`src/rtl/jhip_pkg.sv`:
```
// Package for the JPEG header info parser: payload structs, status and phase codes,
// marker constants and marker classification functions.
// Depends on nothing; every other file of the block imports it.
package jhip_pkg;

    localparam int CounterBitsDefault = 16;

    localparam logic [2:0] ST_OK      = 3'd0;
    localparam logic [2:0] ST_UNSUP   = 3'd1;
    localparam logic [2:0] ST_MAGIC   = 3'd2;
    localparam logic [2:0] ST_TRUNC   = 3'd3;
    localparam logic [2:0] ST_CORRUPT = 3'd4;
    localparam logic [2:0] ST_LARGE   = 3'd5;

    localparam logic [3:0] PH_MAGIC  = 4'd0;
    localparam logic [3:0] PH_SEEK   = 4'd1;
    localparam logic [3:0] PH_FILL   = 4'd2;
    localparam logic [3:0] PH_LENHI  = 4'd3;
    localparam logic [3:0] PH_LENLO  = 4'd4;
    localparam logic [3:0] PH_SOF0   = 4'd5;
    localparam logic [3:0] PH_SOF1   = 4'd6;
    localparam logic [3:0] PH_SOF2   = 4'd7;
    localparam logic [3:0] PH_SOF3   = 4'd8;
    localparam logic [3:0] PH_SOF4   = 4'd9;
    localparam logic [3:0] PH_SOF5   = 4'd10;
    localparam logic [3:0] PH_SKIP   = 4'd11;
    localparam logic [3:0] PH_SCAN   = 4'd12;
    localparam logic [3:0] PH_SCANFF = 4'd13;
    localparam logic [3:0] PH_DONE   = 4'd14;

    localparam logic [1:0] CFG_METADATA_ONLY = 2'd0;
    localparam logic [1:0] CFG_MAX_WIDTH     = 2'd1;
    localparam logic [1:0] CFG_MAX_HEIGHT    = 2'd2;

    localparam logic [7:0] MK_FILL  = 8'hFF;
    localparam logic [7:0] MK_ZERO  = 8'h00;
    localparam logic [7:0] MK_TEM   = 8'h01;
    localparam logic [7:0] MK_SOI   = 8'hD8;
    localparam logic [7:0] MK_EOI   = 8'hD9;
    localparam logic [7:0] MK_SOS   = 8'hDA;
    localparam logic [7:0] MK_RST0  = 8'hD0;
    localparam logic [7:0] MK_DHT   = 8'hC4;
    localparam logic [7:0] MK_JPG   = 8'hC8;
    localparam logic [7:0] MK_DAC   = 8'hCC;
    localparam logic [7:0] MK_APP0  = 8'hE0;
    localparam logic [7:0] MK_APP15 = 8'hEF;

    typedef struct packed {
        logic [7:0] data_byte;
        logic       last_byte;
    } t_in;

    typedef struct packed {
        logic [2:0]  status;
        logic [15:0] width;
        logic [15:0] height;
        logic [7:0]  precision;
        logic [7:0]  components;
        logic [15:0] pixel_bits;
        logic [15:0] scan_total;
        logic [15:0] app_total;
        logic [15:0] marker_total;
    } t_out;

    // Parser state captured at the last byte of a file.
    typedef struct packed {
        logic        start_full;
        logic [2:0]  error_code;
        logic [3:0]  phase;
        logic [15:0] width;
        logic [15:0] height;
        logic [7:0]  precision;
        logic [7:0]  components;
    } t_snap;

    function automatic logic is_sof(input logic [7:0] m);
        return (m[7:4] == 4'hC) && (m != MK_DHT) && (m != MK_JPG) && (m != MK_DAC);
    endfunction

    function automatic logic is_standalone(input logic [7:0] m);
        return (m == MK_TEM) || ((m >= MK_RST0) && (m <= MK_EOI));
    endfunction

endpackage

```
`src/rtl/jpeg_header_info_parser.sv`:
```
// Top level of the JPEG header info parser: byte parser followed by the result stage.
// Depends on jhip_pkg, jhip_parser and jhip_result.
//
// The block accepts one file byte per clock cycle as a transaction while it is not stalled,
// and updates the marker and segment state once per accepted byte. On the byte flagged
// as last, the parse state is captured into a snapshot register and cleared for the next
// file; the status and header fields are then judged against the configuration and
// written to the output register as soon as that register is free or being taken, so a
// result passes the snapshot and output registers before it is offered. Bytes keep
// flowing while one result waits; once the snapshot and the output register both hold
// results and the output is not taken, every byte stalls until the output register frees.
// Configuration writes take effect at once and should be made between files.
module jpeg_header_info_parser #(
    parameter int COUNTER_BITS = jhip_pkg::CounterBitsDefault
) (
    input  logic           i_clk,
    input  logic           i_rst_n,
    input  logic           i_valid,
    output logic           o_ready,
    input  jhip_pkg::t_in  i_data,
    output logic           o_valid,
    input  logic           i_ready,
    output jhip_pkg::t_out o_data,
    input  logic           i_cfg_we,
    input  logic [1:0]     i_cfg_addr,
    input  logic [15:0]    i_cfg_wdata
);
    import jhip_pkg::*;

    logic                    snap_valid;
    logic                    snap_take;
    t_snap                   snap;
    logic [COUNTER_BITS-1:0] snap_scan;
    logic [COUNTER_BITS-1:0] snap_app;
    logic [COUNTER_BITS-1:0] snap_mark;

    jhip_parser #(
        .COUNTER_BITS(COUNTER_BITS)
    ) u_parser (
        .i_clk        (i_clk),
        .i_rst_n      (i_rst_n),
        .i_valid      (i_valid),
        .o_ready      (o_ready),
        .i_data       (i_data),
        .o_snap_valid (snap_valid),
        .i_snap_take  (snap_take),
        .o_snap       (snap),
        .o_scan       (snap_scan),
        .o_app        (snap_app),
        .o_mark       (snap_mark)
    );

    jhip_result #(
        .COUNTER_BITS(COUNTER_BITS)
    ) u_result (
        .i_clk        (i_clk),
        .i_rst_n      (i_rst_n),
        .i_cfg_we     (i_cfg_we),
        .i_cfg_addr   (i_cfg_addr),
        .i_cfg_wdata  (i_cfg_wdata),
        .i_snap_valid (snap_valid),
        .o_snap_take  (snap_take),
        .i_snap       (snap),
        .i_scan       (snap_scan),
        .i_app        (snap_app),
        .i_mark       (snap_mark),
        .o_valid      (o_valid),
        .i_ready      (i_ready),
        .o_data       (o_data)
    );

endmodule

```
`src/rtl/jhip_parser.sv`:
```
// Byte-level marker and segment parser state, updated once per accepted transaction.
// Captures a snapshot of the parse state at each last byte. Depends on jhip_pkg.
module jhip_parser #(
    parameter int COUNTER_BITS = jhip_pkg::CounterBitsDefault
) (
    input  logic                      i_clk,
    input  logic                      i_rst_n,
    input  logic                      i_valid,
    output logic                      o_ready,
    input  jhip_pkg::t_in             i_data,
    output logic                      o_snap_valid,
    input  logic                      i_snap_take,
    output jhip_pkg::t_snap           o_snap,
    output logic [COUNTER_BITS-1:0]   o_scan,
    output logic [COUNTER_BITS-1:0]   o_app,
    output logic [COUNTER_BITS-1:0]   o_mark
);
    import jhip_pkg::*;

    logic [3:0]              r_phase, n_phase;
    logic [2:0]              r_ssb, n_ssb;
    logic [15:0]             r_rem, n_rem;
    logic [7:0]              r_lenhi, n_lenhi;
    logic [7:0]              r_marker, n_marker;
    logic                    r_sof_short, n_sof_short;
    logic [2:0]              r_err, n_err;
    logic [15:0]             r_width, n_width;
    logic [15:0]             r_height, n_height;
    logic [7:0]              r_prec, n_prec;
    logic [7:0]              r_comp, n_comp;
    logic [COUNTER_BITS-1:0] r_scan, n_scan;
    logic [COUNTER_BITS-1:0] r_app, n_app;
    logic [COUNTER_BITS-1:0] r_mark, n_mark;

    logic                    r_snap_valid;
    t_snap                   r_snap;
    logic [COUNTER_BITS-1:0] r_snap_scan, r_snap_app, r_snap_mark;

    logic        accept;
    logic [7:0]  b;
    logic [15:0] len;
    logic        sof_m;
    logic        do_mark;
    logic        do_seg_end;
    logic        seg_sof;

    assign o_ready = !r_snap_valid || i_snap_take;
    assign accept  = i_valid && o_ready;
    assign b       = i_data.data_byte;
    assign len     = {r_lenhi, b};
    assign sof_m   = is_sof(r_marker);

    always_comb begin
        n_phase     = r_phase;
        n_ssb       = (r_ssb < 3'd4) ? r_ssb + 3'd1 : r_ssb;
        n_rem       = r_rem;
        n_lenhi     = r_lenhi;
        n_marker    = r_marker;
        n_sof_short = r_sof_short;
        n_err       = r_err;
        n_width     = r_width;
        n_height    = r_height;
        n_prec      = r_prec;
        n_comp      = r_comp;
        n_scan      = r_scan;
        n_app       = r_app;
        n_mark      = r_mark;
        do_mark     = 1'b0;
        do_seg_end  = 1'b0;
        seg_sof     = r_sof_short;
        case (r_phase)
            PH_MAGIC: begin
                if (n_ssb == 3'd1) begin
                    if (b != MK_FILL) begin
                        n_err   = ST_MAGIC;
                        n_phase = PH_DONE;
                    end
                end else if (b != MK_SOI) begin
                    n_err   = ST_MAGIC;
                    n_phase = PH_DONE;
                end else begin
                    n_phase = PH_SEEK;
                end
            end
            PH_SEEK: begin
                if (b == MK_FILL) n_phase = PH_FILL;
            end
            PH_FILL: begin
                if (b != MK_FILL) do_mark = 1'b1;
            end
            PH_LENHI: begin
                n_lenhi = b;
                n_phase = PH_LENLO;
            end
            PH_LENLO: begin
                if (len < 16'd2) begin
                    n_err   = ST_TRUNC;
                    n_phase = PH_DONE;
                end else begin
                    n_rem = len - 16'd2;
                    if ((r_marker >= MK_APP0) && (r_marker <= MK_APP15) && (r_app != '1)) begin
                        n_app = r_app + COUNTER_BITS'(1);
                    end
                    if ((r_marker == MK_SOS) && (r_scan != '1)) begin
                        n_scan = r_scan + COUNTER_BITS'(1);
                    end
                    if (sof_m && (len >= 16'd8)) begin
                        n_phase = PH_SOF0;
                    end else begin
                        n_sof_short = sof_m;
                        seg_sof     = sof_m;
                        if (n_rem == 16'd0) do_seg_end = 1'b1;
                        else n_phase = PH_SKIP;
                    end
                end
            end
            PH_SKIP: begin
                n_rem = r_rem - 16'd1;
                if (n_rem == 16'd0) do_seg_end = 1'b1;
            end
            PH_SCAN: begin
                if (b == MK_FILL) n_phase = PH_SCANFF;
            end
            PH_SCANFF: begin
                if (b == MK_ZERO) n_phase = PH_SCAN;
                else if (b == MK_FILL) n_phase = PH_FILL;
                else do_mark = 1'b1;
            end
            PH_DONE: begin
            end
            PH_SOF0, PH_SOF1, PH_SOF2, PH_SOF3, PH_SOF4, PH_SOF5: begin
                case (r_phase)
                    PH_SOF0: n_prec   = b;
                    PH_SOF1: n_height = {b, 8'h00};
                    PH_SOF2: n_height = {r_height[15:8], b};
                    PH_SOF3: n_width  = {b, 8'h00};
                    PH_SOF4: n_width  = {r_width[15:8], b};
                    default: n_comp   = b;
                endcase
                n_rem = r_rem - 16'd1;
                if (r_phase != PH_SOF5) n_phase = r_phase + 4'd1;
                else if (n_rem == 16'd0) do_seg_end = 1'b1;
                else n_phase = PH_SKIP;
            end
            default: begin
                n_phase = PH_DONE;
            end
        endcase

        if (do_mark) begin
            if (r_mark != '1) n_mark = r_mark + COUNTER_BITS'(1);
            n_marker = b;
            if (b == MK_EOI) n_phase = PH_DONE;
            else if (is_standalone(b)) n_phase = PH_SEEK;
            else n_phase = PH_LENHI;
        end
        if (do_seg_end) begin
            if (seg_sof) begin
                n_err   = ST_CORRUPT;
                n_phase = PH_DONE;
            end else if (r_marker == MK_SOS) begin
                n_phase = PH_SCAN;
            end else begin
                n_phase = PH_SEEK;
            end
        end
    end

    always_ff @(posedge i_clk) begin
        if (!i_rst_n || (accept && i_data.last_byte)) begin
            r_phase     <= PH_MAGIC;
            r_ssb       <= '0;
            r_rem       <= '0;
            r_lenhi     <= '0;
            r_marker    <= '0;
            r_sof_short <= 1'b0;
            r_err       <= ST_OK;
            r_width     <= '0;
            r_height    <= '0;
            r_prec      <= '0;
            r_comp      <= '0;
            r_scan      <= '0;
            r_app       <= '0;
            r_mark      <= '0;
        end else if (accept) begin
            r_phase     <= n_phase;
            r_ssb       <= n_ssb;
            r_rem       <= n_rem;
            r_lenhi     <= n_lenhi;
            r_marker    <= n_marker;
            r_sof_short <= n_sof_short;
            r_err       <= n_err;
            r_width     <= n_width;
            r_height    <= n_height;
            r_prec      <= n_prec;
            r_comp      <= n_comp;
            r_scan      <= n_scan;
            r_app       <= n_app;
            r_mark      <= n_mark;
        end
    end

    always_ff @(posedge i_clk) begin
        if (!i_rst_n) begin
            r_snap_valid <= 1'b0;
        end else if (accept && i_data.last_byte) begin
            r_snap_valid <= 1'b1;
        end else if (i_snap_take) begin
            r_snap_valid <= 1'b0;
        end
    end

    always_ff @(posedge i_clk) begin
        if (accept && i_data.last_byte) begin
            r_snap.start_full <= (n_ssb == 3'd4);
            r_snap.error_code <= n_err;
            r_snap.phase      <= n_phase;
            r_snap.width      <= n_width;
            r_snap.height     <= n_height;
            r_snap.precision  <= n_prec;
            r_snap.components <= n_comp;
            r_snap_scan       <= n_scan;
            r_snap_app        <= n_app;
            r_snap_mark       <= n_mark;
        end
    end

    assign o_snap_valid = r_snap_valid;
    assign o_snap       = r_snap;
    assign o_scan       = r_snap_scan;
    assign o_app        = r_snap_app;
    assign o_mark       = r_snap_mark;

endmodule

```
`src/rtl/jhip_result.sv`:
```
// Configuration registers and the final status and result register of the parser.
// Judges a captured parse snapshot and holds the result until taken. Depends on jhip_pkg.
module jhip_result #(
    parameter int COUNTER_BITS = jhip_pkg::CounterBitsDefault
) (
    input  logic                    i_clk,
    input  logic                    i_rst_n,
    input  logic                    i_cfg_we,
    input  logic [1:0]              i_cfg_addr,
    input  logic [15:0]             i_cfg_wdata,
    input  logic                    i_snap_valid,
    output logic                    o_snap_take,
    input  jhip_pkg::t_snap         i_snap,
    input  logic [COUNTER_BITS-1:0] i_scan,
    input  logic [COUNTER_BITS-1:0] i_app,
    input  logic [COUNTER_BITS-1:0] i_mark,
    output logic                    o_valid,
    input  logic                    i_ready,
    output jhip_pkg::t_out          o_data
);
    import jhip_pkg::*;

    localparam logic [COUNTER_BITS-1:0] OutMax = COUNTER_BITS'(17'h0FFFF);

    logic        r_metadata_only;
    logic [15:0] r_max_width;
    logic [15:0] r_max_height;
    logic        r_out_valid;
    t_out        r_out;
    t_out        n_out;
    logic [2:0]  status;
    logic        trunc_phase;
    logic        report;

    always_ff @(posedge i_clk) begin
        if (!i_rst_n) begin
            r_metadata_only <= 1'b1;
            r_max_width     <= 16'hFFFF;
            r_max_height    <= 16'hFFFF;
        end else if (i_cfg_we) begin
            case (i_cfg_addr)
                CFG_METADATA_ONLY: r_metadata_only <= i_cfg_wdata[0];
                CFG_MAX_WIDTH:     r_max_width     <= i_cfg_wdata;
                CFG_MAX_HEIGHT:    r_max_height    <= i_cfg_wdata;
                default: begin
                end
            endcase
        end
    end

    always_comb begin
        trunc_phase = i_snap.phase inside {PH_FILL, PH_LENHI, PH_LENLO, PH_SCANFF, PH_SKIP,
                                           PH_MAGIC, [PH_SOF0:PH_SOF5]};
        if (!i_snap.start_full) status = ST_TRUNC;
        else if (i_snap.error_code != ST_OK) status = i_snap.error_code;
        else if (trunc_phase) status = ST_TRUNC;
        else if ((i_snap.width == 16'd0) || (i_snap.height == 16'd0)) status = ST_CORRUPT;
        else if ((i_snap.width > r_max_width) || (i_snap.height > r_max_height)) begin
            status = ST_LARGE;
        end else if (r_metadata_only) status = ST_OK;
        else status = ST_UNSUP;
        report = (status == ST_OK) || (status == ST_UNSUP);

        n_out        = '0;
        n_out.status = status;
        if (report) begin
            n_out.width      = i_snap.width;
            n_out.height     = i_snap.height;
            n_out.precision  = i_snap.precision;
            n_out.components = i_snap.components;
            n_out.pixel_bits = {8'h00, i_snap.precision} * {8'h00, i_snap.components};
            if (i_scan == '0) n_out.scan_total = 16'd1;
            else if (i_scan > OutMax) n_out.scan_total = 16'hFFFF;
            else n_out.scan_total = 16'(i_scan);
            n_out.app_total    = (i_app > OutMax) ? 16'hFFFF : 16'(i_app);
            n_out.marker_total = (i_mark > OutMax) ? 16'hFFFF : 16'(i_mark);
        end
    end

    assign o_snap_take = i_snap_valid && (!r_out_valid || i_ready);

    always_ff @(posedge i_clk) begin
        if (!i_rst_n) begin
            r_out_valid <= 1'b0;
        end else if (o_snap_take) begin
            r_out_valid <= 1'b1;
        end else if (i_ready) begin
            r_out_valid <= 1'b0;
        end
    end

    always_ff @(posedge i_clk) begin
        if (o_snap_take) begin
            r_out <= n_out;
        end
    end

    assign o_valid = r_out_valid;
    assign o_data  = r_out;

endmodule

```
`config.mk`:
```
export PLATFORM = sky130hd
export DESIGN_NAME = jpeg_header_info_parser
export DESIGN_NICKNAME = d
export VERILOG_FILES = /design/src/rtl/jhip_pkg.sv /design/src/rtl/jpeg_header_info_parser.sv /design/src/rtl/jhip_parser.sv /design/src/rtl/jhip_result.sv
export SDC_FILE = /design/constraint.sdc
export NUM_CORES = 1
export LEC_CHECK = 0
export BUFFER_PORTS_ARGS = -buffer_cell sky130_fd_sc_hd__buf_2
export CAP_MARGIN = 30
export CELL_PAD_IN_SITES_DETAIL_PLACEMENT = 1
export CELL_PAD_IN_SITES_GLOBAL_PLACEMENT = 1
export CORE_MARGIN = 4
export CORE_UTILIZATION = 40
export CTS_CLUSTER_SIZE = 10
export DETAILED_ROUTE_END_ITERATION = 12
export PLACE_DENSITY = 0.71
export SYNTH_ARGS = -nofsm -noshare
export SYNTH_HDL_FRONTEND = slang
export SYNTH_HIERARCHICAL = 1
export SYNTH_SLANG_ARGS = --single-unit
export TNS_END_PERCENT = 20
```
`constraint.sdc`:
```
create_clock -name i_clk -period 9.4 [get_ports i_clk]
set_clock_uncertainty 0.15 [all_clocks]
set_input_delay 1.41 -clock i_clk [delete_from_list [all_inputs] [get_ports i_clk]]
set_output_delay 1.41 -clock i_clk [all_outputs]
set_load 0.05 [all_outputs]
```
### Yosys cells after proc, flatten, opt, wreduce, memory -nomap -nowiden

Cells that the tools add are included.

* add/subtract/negate cells: 7
* $mul: 1
* $lt $le $gt $ge: 14
* eq/ne operators: 39
* mux-type cells: 71
* bitwise gates (word level): 1
* reduce and logical (&&, ||, !) cells: 48

Operators by type and width (count)
* 2-to-1 mux 16 bit: 14
* one-hot mux 16 bit (2 select lines): 3
* logical NOT 16 bit: 5
* 2-to-1 mux 4 bit: 16
* adder 16 x 1 -> 16 bit (second input constant): 3
* > comparator 16 bit (second input constant): 3
* != test 16 bit (second input constant): 3
* equality test 4 bit (second input constant): 10
* != test 8 bit (second input constant): 5
* 2-to-1 mux 3 bit: 12
* > comparator 16 bit: 2
* 2-to-1 mux 8 bit: 4
* one-hot mux 4 bit (8 select lines): 1
* equality test 8 bit (second input constant): 3
* equality test 4 x 3 -> 1 bit (second input constant): 5
* 2-to-1 mux 1 bit: 17
* equality test 4 x 2 -> 1 bit (second input constant): 4
* >= comparator 16 x 4 -> 1 bit (second input constant): 1
* >= comparator 8 bit (second input constant): 2
* less-or-equal comparator 8 bit (second input constant): 2
* < comparator 16 x 2 -> 1 bit (second input constant): 1
* multiplier 8 x 8 -> 16 bit: 1
* subtractor 16 x 1 -> 16 bit (second input constant): 1
* subtractor 16 x 2 -> 16 bit (second input constant): 1
* 35 further kinds: 62

* register bits after elaboration: 393
* input port bits: 32
* output and inout bits: 117
* word-level logic and storage cells: 220

### Depth between registers and ports, before layout

Gate-level depths: netlist of the first run.

* word-level depth: 11
* gate-level depth with buffers: 16
* gate-level depth less buffers: 16

### Modules after synthesis

The synthesis of the first run kept the hierarchy.

Modules (own cells, without submodules)
* jhip_parser: times used 1, cells an instance 1281, area each 11818.8 µm², sequential area each 5925.7 µm²
* jhip_result: times used 1, cells an instance 853, area each 8662.1 µm², sequential area each 4134.0 µm²

### Worst setup path before layout of the first run

No wires, ideal clock.

* path type: input to register
* from: in i_ready
* to: reg u_parser.r_snap_app[0] (netlist: u_parser/o_app[0]) (enable)
* setup time: 0.457 ns
* arrival time: 9.879 ns
* data required time: 8.793 ns
* setup slack: -1.086 ns
* stages on the path: 7
* path buffers: 1
* cells stage by stage: nor2b_1 nor2b_1 nand2b_1 and2_1 clkbuf_1 nand2_1 inv_1

* longest elaborated chain between the ends: 5

Ends and longest elaborated chain
* start, declared: line jpeg_header_info_parser.sv:22 `input logic i_ready,`
* logical OR 1 bit: line jhip_result.sv:80 `assign o_snap_take = i_snap_valid && (!r_out_valid || i_ready);`
* logical AND 1 bit: line jhip_result.sv:80
* net snap_take: line jpeg_header_info_parser.sv:31 `logic snap_take;`
* logical OR 1 bit: line jhip_parser.sv:47 `assign o_ready = !r_snap_valid || i_snap_take;`
* net o_ready: line jpeg_header_info_parser.sv:19 `output logic o_ready,`
* logical AND 1 bit: line jhip_parser.sv:48 `assign accept = i_valid && o_ready;`
* logical AND 1 bit: line jhip_parser.sv:214 `if (accept && i_data.last_byte) begin`
* end signal, assigned: line jhip_parser.sv:223 `r_snap_app <= n_app;`
* end, declared: line jhip_parser.sv:37 `logic [COUNTER_BITS-1:0] r_snap_scan, r_snap_app, r_snap_mark;`

The timed path passes the listed nets, and every way through them passes these cells.
A chain may end at the register's enable or synchronous reset.

### Final worst setup path of the first run

* from: reg u_parser.r_snap (netlist bit u_parser/o_snap[7])
* to: reg u_result.r_out (netlist bit u_result/o_data[63]), data pin

* longest elaborated chain between the ends: 1

Ends and longest elaborated chain
* start, declared: line jhip_parser.sv:36 `t_snap r_snap;`
* multiplier 8 x 8 -> 16 bit: line jhip_result.sv:71 `n_out.pixel_bits = {8'h00, i_snap.precision} * {8'h00, i_snap.components};`
* end signal, assigned: line jhip_result.sv:94 `r_out <= n_out;`
* end, declared: line jhip_result.sv:29 `t_out r_out;`

Every way passes these cells.

==> results of run 1 <==
-- layer usage --
layer	share of wire	vias to the layer above	global-route usage	wire length, µm
li1	-	7577	-	-
met1	0.46	7947	0.276	25900
met2	0.48	270	0.343	27400
met3	0.037	95	0.0318	2090
met4	0.027	4	0.0628	1540
met5	0.00063	-	0	36
-- cells by family after synthesis --
logic type | synth area share
AOI/OAI and AO/OA | 0.109
xor gates and xnor gates | 0.0445
adders and majority gates | 0.0859
buffers and inverters | 0.0488
DFF | 0.491
muxes | 0.0106
and+or+nand+nor | 0.210
-- layout by cell type (no fill, tap or decap), types with 27 or more instances in the layout --
cell type	n
a21oi_1	124
a22o_1	29
and2_1	70
buf_2	151
clkbuf_1	27
clkbuf_16	50
dfxtp_1	174
edfxtp_1	219
fa_1	36
ha_1	83
inv_1	102
nand2_1	373
nand3_1	49
nand4_1	27
nor2_1	240
nor3_1	46
o211ai_1	37
o21ai_0	62
xnor2_1	56
xor2_1	48
-- worst max-delay path, cell delays in order (launching register included) --
cell and delay, ns:
edfxtp_1 0.52, nand2_1 0.14, fa_1 0.52, fa_1 0.55, inv_1 0.06, fa_1 0.55
inv_1 0.06, fa_1 0.53, inv_1 0.04, ha_1 0.34, o21a_1 0.16, o31ai_1 0.11
a211oi_1 0.32, o21ai_0 0.17, xnor2_1 0.17, nor3_1 0.07
-- path summary, 6_finish.rpt --
path                                            end  slack (ns)                from
worst max-delay path            u_result/o_data[63]        4.66  u_parser/o_snap[7]
worst min register to register   u_parser/r_comp[7]        0.30  u_parser/r_comp[7]
worst min-delay path             u_parser/r_comp[7]        0.30  u_parser/r_comp[7]
worst max register to register  u_result/o_data[63]        4.66  u_parser/o_snap[7]
-- synth_stat cells, types with 36 or more instances --
library cell,instances
a21oi_1,124
and2_1,71
clkbuf_1,82
dfxtp_1,174
edfxtp_1,219
fa_1,36
ha_1,83
inv_1,103
nand2_1,375
nand3_1,49
nor2_1,240
nor3_1,46
o211ai_1,37
o21ai_0,62
xnor2_1,56
xor2_1,48
-- final cells by class --
| class | count | area, µm² | share of cell area |
|---|---|---|---|
| Inverter | 104 | 393 | 0.0170 |
| Clock inverter | 9 | 52.6 | 0.00228 |
| Sequential cell | 393 | 10100 | 0.436 |
| Multi-Input combinational cell | 1514 | 9460 | 0.410 |
| Tap cell | 672 | 841 | 0.0364 |
| Timing Repair Buffer | 165 | 915 | 0.0396 |
| Clock buffer | 79 | 1370 | 0.0593 |
-- stage by stage --
| step | hold WS (ns) | total power [mW] | std cells | instance area, µm² | setup slack [ns] |
|---|---|---|---|---|---|
| 6_report | 0.304 | 4.39 | 2936 | 23100 | 4.66 |
| 2_1_floorplan | 0.283 | 2.52 | 2134 | 20500 | 1.17 |
| 4_1_cts | 0.305 | 4.44 | 2932 | 23000 | 4.64 |
| 5_1_grt | 0.328 | 4.60 | 2936 | 23100 | 4.35 |
| 3_5_place_dp | 0.297 | 2.72 | 2844 | 21600 | 4.24 |
| 3_3_place_gp | 0.288 | 2.70 | 2841 | 21600 | 4.39 |
-- power by group through the flow --
stage	Combinational, mW	Clock (mW)	Sequential (mW)
after floorplan	0.482	0	2.04
after global placement	0.720	0	1.98
after detailed placement	0.742	0	1.98
after CTS	0.747	1.75	1.94
after global routing	0.827	1.83	1.95
final	0.747	1.71	1.94
-- registers in the layout, summed over array words and instances, names as in the netlist, 4 cells and up --
name,count
u_parser/r_scan,16
u_parser/r_lenhi,8
u_parser/r_phase,4
u_parser/o_app,16
u_parser/o_mark,16
u_parser/r_comp,8
u_parser/r_rem,16
u_result/o_data,115
u_parser/r_marker,8
u_parser/r_mark,16
u_parser/r_width,16
u_parser/r_prec,8
u_result/r_max_width,16
u_parser/r_app,16
u_parser/o_snap,56
u_parser/r_height,16
u_result/r_max_height,16
u_parser/o_scan,16
==> qor.yml, run 1 <==
max_slew.worst_pin.slew_ns: 1.03
clk_pin_slew_worst_paths_ns: 0.05
finalCritPeriodShare: 0.504
fillers: 5678
grt-ovfl-total: 0
grt_max_degree: 135
finalSetupTns_ns: 0
track_usage: 0.205
grt_setup_unrepaired: "no"
syn2layout_area_growth_pct: 12.7
initial_core_util: 0.407
share_comb_of_total_power: 0.170
cts_buffer_depth: 3
path_max_fanout: 9
seq_power_share: 0.442
wl_um: 56900
hold_viol: 0
grt_pass1_vias: 16600
fin_crit_ns: 4.74
layout.nets: 2377
yosysTopAreaCell: "edfxtp_1"
crit_path_end_kind: "flip-flop"
synth_ff_type: "edfxtp_1"
syn-cell-area_um2: 20500
power_switching_mw: 1.28
first_iter_violations: 1061
io_pins: 149
p_per_area_nw_per_um2: 190
ant_nets: 0
numCtsBuffers: 48
die_area_um2: 54900
diodes: 0
hpwl_um: 40200
finalSetupViolCount: 0
antenna_found_initial: 2
worstSetupPathType: "flip-flop to flip-flop"
required_ns: 9.54
synth.top_cell.area_share: 0.321
cts-htree-levels: 2
cap_viol_max_count: 0
cp-start-kind: "flip-flop"
post-route-util: 0.458
ys_seq_area_frac: 0.491
intPower_mw: 3.11
dr.pass1.iters: 5
routedWlPerCell_um: 19.4
reg2regPathDepth: 15
fmax_ghz: 0.211
avgSynthCellArea_um2: 9.60
status: "complete, no violations"
vias: 15900
holdBufCountCts: 0
synth_edf_count: 219
core_area_um2: 50400
relSlewSlack: 0.317
ctsRootBufferMaster: "clkbuf_16"
grt_pass1_wl_um: 90300
fp.dieH_um: 234
syn_nets: 2285
arrival_ns: 4.88
port-buffer-count: 148
clkPwrFrac: 0.388
drv_slew: 0
async_flop_share: 0
gpl.final_weighted_congestion: 0.892
drc: 0
cts_resized: 0
clock_sinks: 393
power.leakage_nw: 8.99
num_rows: 82
ys_ff_latch: 393
netlist_instances: 2134
synth_warnings: 6
ys_types: 83
swShare: 0.292
hold-path-cell-count: 2
cts_tree: "built"
post_cts_buffers: 0
clk-insertion-delay-late_ns: 0.59
hold_path.class: "flip-flop to flip-flop"
die_x_um: 234
layout-drive-gt1-share: 0.121
ys_top_cells_by_area: "edfxtp_1 (32%), dfxtp_1 (17%), nand2_1 (6.9%)"
ir_drop_mv: 0.120
vias_per_cell: 5.41
Note: power is estimated with default switching activity, not from simulation.
==> run 2, diff against run 1 <==
ABC_AREA = 1   (was default)
PLACE_DENSITY = 0.7   (was 0.71)
clock period = 4.55 ns   (was 9.4 ns; I/O delays follow)
==> run 2 against run 1 <==
  * Combinational power grew to 2.8 times the previous value
  * Synthesized cell count is 13% higher
  * Critical path depth is 1 higher
  * Count of clock-buffer cells in the layout stayed put
  * Global-route usage is 0.47 points lower
  * Critical path type unchanged
  * Non-clock buffer count is 25 higher
==> qor.yml, run 2 <==
status: "complete, no violations"
p_per_area_nw_per_um2: 407
wl_um: 57300
yosysMostFrequentCell: "inv_1"
num_rows: 83
dr.pass1.iters: 5
crit_path_end_kind: "flip-flop"
numCtsBuffers: 47
fillers: 6135
die_area_um2: 55500
final_common_cell: "inv_1"
layout-drive-gt1-share: 0.137
core_area_um2: 51300
antenna_found_initial: 1
clkPwrFrac: 0.365
arrival_ns: 4.55
ys_seq_area_frac: 0.486
grt_pass1_vias: 17600
drc: 0
ys_ff_latch: 393
holdBufCountCts: 0
power_switching_mw: 2.99
syn_nets: 2573
required_ns: 4.71
seq_power_share: 0.423
cpPeakStageDelay_ns: 0.55
synth_common_cells: "inv_1 (468), nand2_1 (402), nor2_1 (275)"
stdcell_count: 3293
grt_max_degree: 100
hpwl_um: 41300
most-common-layout-cells: "inv_1 (466), nand2_1 (396), nor2_1 (274), edfxtp_1 (219), dfxtp_1 (174)"
largest_reg_flops: 115
hold_viol: 0
die_x_um: 235
port-buffer-count: 148
worstSetupPathType: "flip-flop to flip-flop"
ctsRootBufferMaster: "clkbuf_16"
clk_pin_slew_worst_paths_ns: 0.06
syn2layout_area_growth_pct: 15.3
share_comb_of_total_power: 0.212
track_usage: 0.201
cp-start-kind: "flip-flop"
post-route-util: 0.465
netlist_instances: 2422
hold_path.class: "primary input to flip-flop"
io_pins: 149
diodes: 0
cts-htree-levels: 2
cts_tree: "built"
max_slew.worst_pin.slew_ns: 0.954
syn-cell-area_um2: 20700
initial_core_util: 0.403
synth_edf_count: 219
avgSynthCellArea_um2: 8.55
drv_slew: 0
ys_types: 63
clk-insertion-delay-late_ns: 0.58
multi_input_area_um2: 8610
dp_cells: 3194
seq_area_um2: 10100
intPower_mw: 6.73
finalCritPeriodShare: 0.964
fin_crit_ns: 4.39
first_iter_violations: 862
fp.dieH_um: 235
finalSetupViolCount: 0
worstPathCellList: "nand2_1, inv_1, fa_1, fa_1, fa_1, inv_1, fa_1, inv_1, ha_4, a21oi_2, o21ai_2, a31oi_2, o21ai_0, xor2_1, inv_1, nor2_1"
synth.top_cell.area_share: 0.318
yosysTopAreaCell: "edfxtp_1"
gpl.final_weighted_congestion: 0.877
vias_per_cell: 5.04
synth_ff_type: "edfxtp_1"
cts_buffer_depth: 3
swShare: 0.308
ir_drop_mv: 0.243
power.leakage_nw: 11.2
relSlewSlack: 0.362
routedWlPerCell_um: 17.4
worst_path_max_delay_cell: "fa_1"
grt_pass1_wl_um: 91500
hold_ws_ns: 0.203
synth_warnings: 6
vias: 16600
cap_viol_max_count: 0
ant_nets: 0
clock_sinks: 393
fmax_ghz: 0.228
grt-ovfl-total: 0
path_max_fanout: 7
layout.nets: 2727
ys_top_cells_by_area: "edfxtp_1 (32%), dfxtp_1 (17%), inv_1 (8.5%)"
async_flop_share: 0
[run 2: changes by cell type after synthesis, moves of 32 or more]
| cell | before | now |
|---|---|---|
| nor2_2 | 0 | 35 |
| nor2_1 | 240 | 275 |
| o21ai_0 | 62 | 126 |
| and2_1 | 71 | 1 |
| inv_1 | 103 | 468 |
| o22ai_1 | 0 | 32 |
| xnor2_1 | 56 | 9 |
[run 2: cells by family (layout without fill, tap and decap cells)]
logic type	count (synthesis)	in the layout	synth area share
xor+xnor	57	57	0.0241
flops	393	393	0.486
fa+ha+maj	119	119	0.0850
simple gates	892	892	0.187
compound gates	395	395	0.113
buf+inv	566	757	0.105
[run 2: layer usage]
metal | vias up | part of all wire | GRT usage
met5 | - | 0 | 0
met1 | 8145 | 0.44 | 0.253
met3 | 99 | 0.031 | 0.0292
met4 | 0 | 0.027 | 0.0598
met2 | 224 | 0.50 | 0.358
li1 | 8133 | - | -
[run 2: layout make-up]
| type | count | area share |
|---|---|---|
| Tap cell | 680 | 0.0356 |
| Sequential cell | 393 | 0.421 |
| Timing Repair Buffer | 190 | 0.0453 |
| Clock buffer | 79 | 0.0551 |
| Multi-Input combinational cell | 1463 | 0.361 |
| Clock inverter | 7 | 0.00514 |
| Inverter | 481 | 0.0768 |
[run 2: critical path: cells and delay by family (launching register included)]
kind,cells,cell delay [ns]
adders and majority gates,5,2.30
AOI/OAI and AO/OA,4,0.61
DFF,1,0.51
buffers and inverters,4,0.25
xor gates and xnor gates,1,0.16
and+or+nand+nor,2,0.15
[run 2: what timing repair did]
action                     CTS  global route
setup endpoints to repair    2             6
setup buffers                3            10
resized for setup            2            17
pin swaps                    0             4
hold endpoints to repair     0             0
[run 2: path summary, 6_finish.rpt]
path / slack, ns / from / end / cells past startpoint
worst max-delay path: 0.16 / u_parser/o_snap[3] / u_result/o_data[61] / 16
worst min register to register: 0.31 / u_parser/r_width[1] / u_parser/r_width[1] / 2
worst min-delay path: 0.20 / i_cfg_wdata[1] / u_result/r_max_height[1] / 3
worst max register to register: 0.16 / u_parser/o_snap[3] / u_result/o_data[61] / 16
[run 2: per-stage QoR]
stage	power, mW	setup slack, ns	cell area (µm²)	TNS, ns
CTS	9.75	0.0150	23700	0
global route	10.3	-0.0207	23900	-0.0326
finish	9.72	0.163	23900	0
floorplan	5.58	-0.497	20800	-51.68
detailed placement	6.12	-0.0392	22300	-0.0773
global placement	6.04	0.0690	22300	0
[run 2: power by group through the flow]
stage                     Sequential (mW)  Clock (mW)  Combinational (mW)
final                                4.11        3.55                2.06
after CTS                            4.11        3.67                1.96
after global routing                 4.13        3.82                2.31
after floorplan                      4.30           0                1.28
after detailed placement             4.19           0                1.94
after global placement               4.17           0                1.87
